### src/rtl/lapf_pkg.sv
// shared types and constants for the 3x3 laplacian edge filter
package lapf_pkg;

   // configuration register indexes
   typedef enum logic [0:0] {
      REG_FRAME_WIDTH  = 1'b0,
      REG_FRAME_HEIGHT = 1'b1
   } csr_index_type;

   // field widths fixed by the stream format
   localparam int PIXEL_W  = 8;
   localparam int ROW_W    = 12;
   localparam int COLUMN_W = 10;
   localparam int FWIDTH_W = 11;
   localparam int CSR_W    = 12;

   // reset values of the configuration registers
   localparam logic [FWIDTH_W-1:0] FRAME_WIDTH_RESET  = 11'd640;
   localparam logic [ROW_W-1:0]    FRAME_HEIGHT_RESET = 12'd480;

   // saturation limit of the edge response
   localparam logic [PIXEL_W-1:0] EDGE_MAX = 8'd255;

   typedef struct packed {
      logic [PIXEL_W-1:0] pixel;
      logic               start_of_frame;
   } req_payload_type;

   typedef struct packed {
      logic [ROW_W-1:0]    row;
      logic [COLUMN_W-1:0] column;
      logic [PIXEL_W-1:0]  edge_value;
   } rsp_payload_type;

   // the five taps of the four-neighbour kernel
   typedef struct packed {
      logic [PIXEL_W-1:0] up;
      logic [PIXEL_W-1:0] left;
      logic [PIXEL_W-1:0] centre;
      logic [PIXEL_W-1:0] right;
      logic [PIXEL_W-1:0] down;
   } window_type;

endpackage

### src/rtl/lapf_kernel.sv
// four-neighbour laplacian with absolute value and saturation
module lapf_kernel (
   input  lapf_pkg::window_type               window,
   output logic [lapf_pkg::PIXEL_W-1:0]       edge_value
);

   logic [9:0]  pos_sum;
   logic [9:0]  neg_sum;
   logic [10:0] diff;
   logic [9:0]  mag;

   // up + down + left + right - 4 * centre
   always_comb begin
      pos_sum = 10'(window.up) + 10'(window.down) + 10'(window.left) + 10'(window.right);
      neg_sum = {window.centre, 2'b00};
      diff    = {1'b0, pos_sum} - {1'b0, neg_sum};
      mag     = diff[10] ? 10'(-diff) : diff[9:0];
      edge_value = (mag > 10'(lapf_pkg::EDGE_MAX)) ? lapf_pkg::EDGE_MAX : mag[7:0];
   end

endmodule

### config.mk
export PLATFORM = sky130hd
export DESIGN_NAME = lapf_kernel
export DESIGN_NICKNAME = d
export VERILOG_FILES = /design/src/rtl/lapf_pkg.sv /design/src/rtl/lapf_kernel.sv
export SDC_FILE = /design/constraint.sdc
export NUM_CORES = 1
export LEC_CHECK = 0
export ABC_AREA = 1
export BUFFER_PORTS_ARGS = -buffer_cell sky130_fd_sc_hd__buf_2
export CAP_MARGIN = 10
export CORE_MARGIN = 5
export CORE_UTILIZATION = 46
export DETAILED_ROUTE_END_ITERATION = 6
export PLACE_DENSITY_LB_ADDON = 0.25
export RECOVER_POWER = 100
export SLEW_MARGIN = 20
export SYNTH_ARGS = -nofsm -noshare
export SYNTH_HDL_FRONTEND = slang
export SYNTH_SLANG_ARGS = --single-unit
export TNS_END_PERCENT = 10
### constraint.sdc
create_clock -name vclk -period 9.1
set_input_delay 0.91 -clock vclk [all_inputs]
set_output_delay 0.91 -clock vclk [all_outputs]
set_load 0.1 [all_outputs]
**Word-level counts from Yosys, hierarchy flattened**

Index checks and enable logic that the tools add are counted.

- Add/subtract/negate cells: 5
- Magnitude comparators: 1
- Mux-type cells: 2

Operators with widths:

| kind | count |
|---|---|
| $sub A10 B10 Y11 | 1 |
| $add A10 B8 Y10 | 1 |
| $add A9 B8 Y10 | 1 |
| $gt A10 B8 Y1 const B | 1 |
| $mux W10 | 1 |
| $neg A10 Y10 | 1 |
| $add A8 B8 Y9 | 1 |
| $mux W8 | 1 |

- Input bits: 40
- Word-level logic and storage cells: 8
- Register bits: 0
- Output and inout bits: 8

**Longest topological paths before layout**

- Depth after elaboration: 8
- Depth in mapped cells: 21
- Depth with buffers taken out: 21

**Worst setup path before layout**

No wires, ideal clock.

- Path type: in2out
- From: input window[2] in the netlist's numbering
- To: output edge_value[0] in the netlist's numbering
- Stages: 16
- Slack: 3.543 ns
- Data arrival time: 4.647 ns
- Buffers on the path: 0
- Data required time: 8.190 ns
- Path through: fa_1 > fa_1 > fa_1 > inv_1 > fa_1 > inv_1 > nor3_1 > nand2_1 > inv_1 > nand2_2 > nor2_2 > nand2_1 > nand2_2 > nand3_2 > nand2_4 > nand3_1

- Word-level cells in the longest chain between the ends: 8

Ends and longest elaborated chain:

| what | RTL line | RTL |
|---|---|---|
| start: declaration | lapf_kernel.sv:3 | `input lapf_pkg::window_type window,` |
| $add A8 B8 Y9 * | lapf_kernel.sv:14 | `pos_sum = 10'(window.up) + 10'(window.down) + 10'(window.left) + 10'(window.right);` |
| $add A9 B8 Y10 * | lapf_kernel.sv:14 |  |
| $add A10 B8 Y10 * | lapf_kernel.sv:14 |  |
| $sub A10 B10 Y11 * | lapf_kernel.sv:16 | `diff = {1'b0, pos_sum} - {1'b0, neg_sum};` |
| $neg A10 Y10 | lapf_kernel.sv:17 | `mag = diff[10] ? 10'(-diff) : diff[9:0];` |
| $mux W10 * | lapf_kernel.sv:17 |  |
| $gt A10 B8 Y1 | lapf_kernel.sv:18 | `edge_value = (mag > 10'(lapf_pkg::EDGE_MAX)) ? lapf_pkg::EDGE_MAX : mag[7:0];` |
| $mux W8 * | lapf_kernel.sv:18 |  |
| end: declaration | lapf_kernel.sv:4 | `output logic [lapf_pkg::PIXEL_W-1:0] edge_value` |

Every way passes the cells marked *; elsewhere a longest branch is shown, timed or not.

**Final worst setup path**

- From: input window[2] in the netlist's numbering
- To: output edge_value[7] in the netlist's numbering

Same word-level chain as after synthesis.

==> results.md <==
* FF/Latch Area at 0 um2
* Crit share post-route at 65.76%
* Crit path DAT at ~5.1 ns
* Number of global-route vias before repair at ~1,400
* Initial antenna violation count at 0
* RSZ-0062 raised after global routing: no
* Chip Width at 67.65 um
* DR vias/cell at 4.607
* Leading area contributor after synthesis: fa_1
* Layout net count at between 300 and 400
* Post-CTS resize count at 0
* Most frequent cells in the layout: inv_1, nand2_1, buf_2, nand3_1, fa_1
* Worst Path Buf+Inv at 6
* Worst-path fanout max at 4
* Outcome: finished, final reports clean
* Largest net degree at the start of global routing at 17
* Slew headroom at 22.73%
* Setup crit start kind: primary input
* Family with the most delay on the worst path: adder cells
* Avg WL per Cell at 8.822 um
* Area grow syn2layout at 18.09%
* Cells after Synth at 238
* Final Max Slew Viols at 0
* Global routing usage on met2 at 29.04%
* Gpl congestion at 0.7889
* Fill cells at 368
* Final Hold Viols at 0
* Setup-failing EPs final at 0
* # clk buffers at 0
* Total Routed Length at 2920 um
* Residual DRC at 0
* Layout cells sized above 1 at 21.05%
* # rows at 21
* Synth cell types at 20
* Critical path class: primary input to output pin
* Dpl hpwl at 2726 um
* Initial core utilization at a little under half
* Gr usage total at a little over an eighth
* Total global routing overflow at 0
* Syn_area_per_cell at approximately 6.4 um2
* Most common cell after layout, fill and taps aside: inv_1
* Max cap viols at 0
* Yosys warnings at 0
* Num sequential at 0
* Ports at between 40 and 50
* Synth area leaders: fa_1, inv_1, nand2_1
* Grt peak-use layer: met2
* I/O Buffers at between 40 and 50
* Post-DRT Antenna Nets at 0
* Final worst path period need at around 6.0 ns
* Worst path cell trace: buf_2, fa_1, fa_1, fa_1, inv_1, fa_1, inv_1, nor3_1, nand2_1, inv_1, nand2_2, nor2_2, nand2_1, nand2_2, nand2_1, nand2_1, inv_1, nand3_1, clkbuf_1
* Die height at about 68 um
* Crit path required time at between 8 and 9 ns
* Worst hold-check path type: primary input to output pin
* Top-area cell type share of the netlist area at 27.50%
* Number of setup buffers added after CTS at 0
* Total die area at approximately 0.0046 mm2
* Initial DRC Count at 31
* F_max at 167.1 MHz
* Pre-Repair DR Iteration Count at 4
* Cell Area, Synth at 0.001529 mm2
* Antenna diode count at 0
* Tightest Pin Transition at about 1.2 ns
* Total negative slack at 0 ns
* Met3 usage at 0.4992%
* Critical-path top delay cell: clkbuf_1
* First-pass GRT wire length at 5119 um
* Post-CTS Hold Fix Bufs at 0
* Slowest stage delay, CP at about 0.86 ns
* Vias at 1,525
* Sequential fraction of the synthesis area at 0%
* Met1 Track Usage GR at 14.70%
* Multi-input gate area at 0.001277 mm2
* Post-synth net total at 315
* CORE AREA at 0.003284 mm2
* Crit path capture type: output pin
[Yosys cell counts, drive strengths merged]
| cell type | number |
|---|---|
| ha | 16 |
| inv | 64 |
| xnor2 | 1 |
| nand2 | 67 |
| buf | 1 |
| nand3 | 39 |
| or2 | 1 |
| fa | 21 |
| nor3 | 1 |
| o21a | 1 |
| o21ai | 6 |
| nor2 | 12 |
| a21oi | 7 |
| nand4 | 1 |
[area by class of cell]
cell class         instances  area share (%)
inverters                 64           13.31
multi-input cells        173           70.76
repair buffers            48           12.75
well taps                 46           3.188
[through the flow]
stage / setup slack [ns] / utilization, % / cells / hold slack, ns / cell area, um2
global placement: 3.594 / 55.28 / 331 / 2.563 / 1815
global route: 2.852 / 54.97 / 331 / 2.802 / 1805
CTS: 3.515 / 55.28 / 331 / 2.566 / 1815
floorplan: 3.543 / - / 238 / 2.672 / 1529
finish: 3.115 / 54.97 / 331 / 2.778 / 1805
detailed placement: 3.537 / 55.28 / 331 / 2.565 / 1815
[layer usage]
layer | vias up | routed length, um
met5 | - | 0
li1 | 820 | -
met4 | 0 | 23
met1 | 672 | 1197
met2 | 31 | 1532
met3 | 2 | 166
[cell families after synthesis]
group                    share of synthesized area [%]
adder cells (fa/ha/maj)                          40.59
XOR/XNOR                                        0.5729
AO/OA/AOI/OAI                                    4.746
AND/OR/NAND/NOR                                  37.64
buffers and inverters                            16.45
[worst paths after layout]
check / from / endpoint / slack (ns) / depth (start not counted)
setup / recovery: window[2] / edge_value[7] / 3.12 / 19
hold / removal: window[32] / edge_value[0] / 2.78 / 5
Power is not shown: default switching activity piles up to over one toggle a cycle in this logic, so the estimate is an artifact.
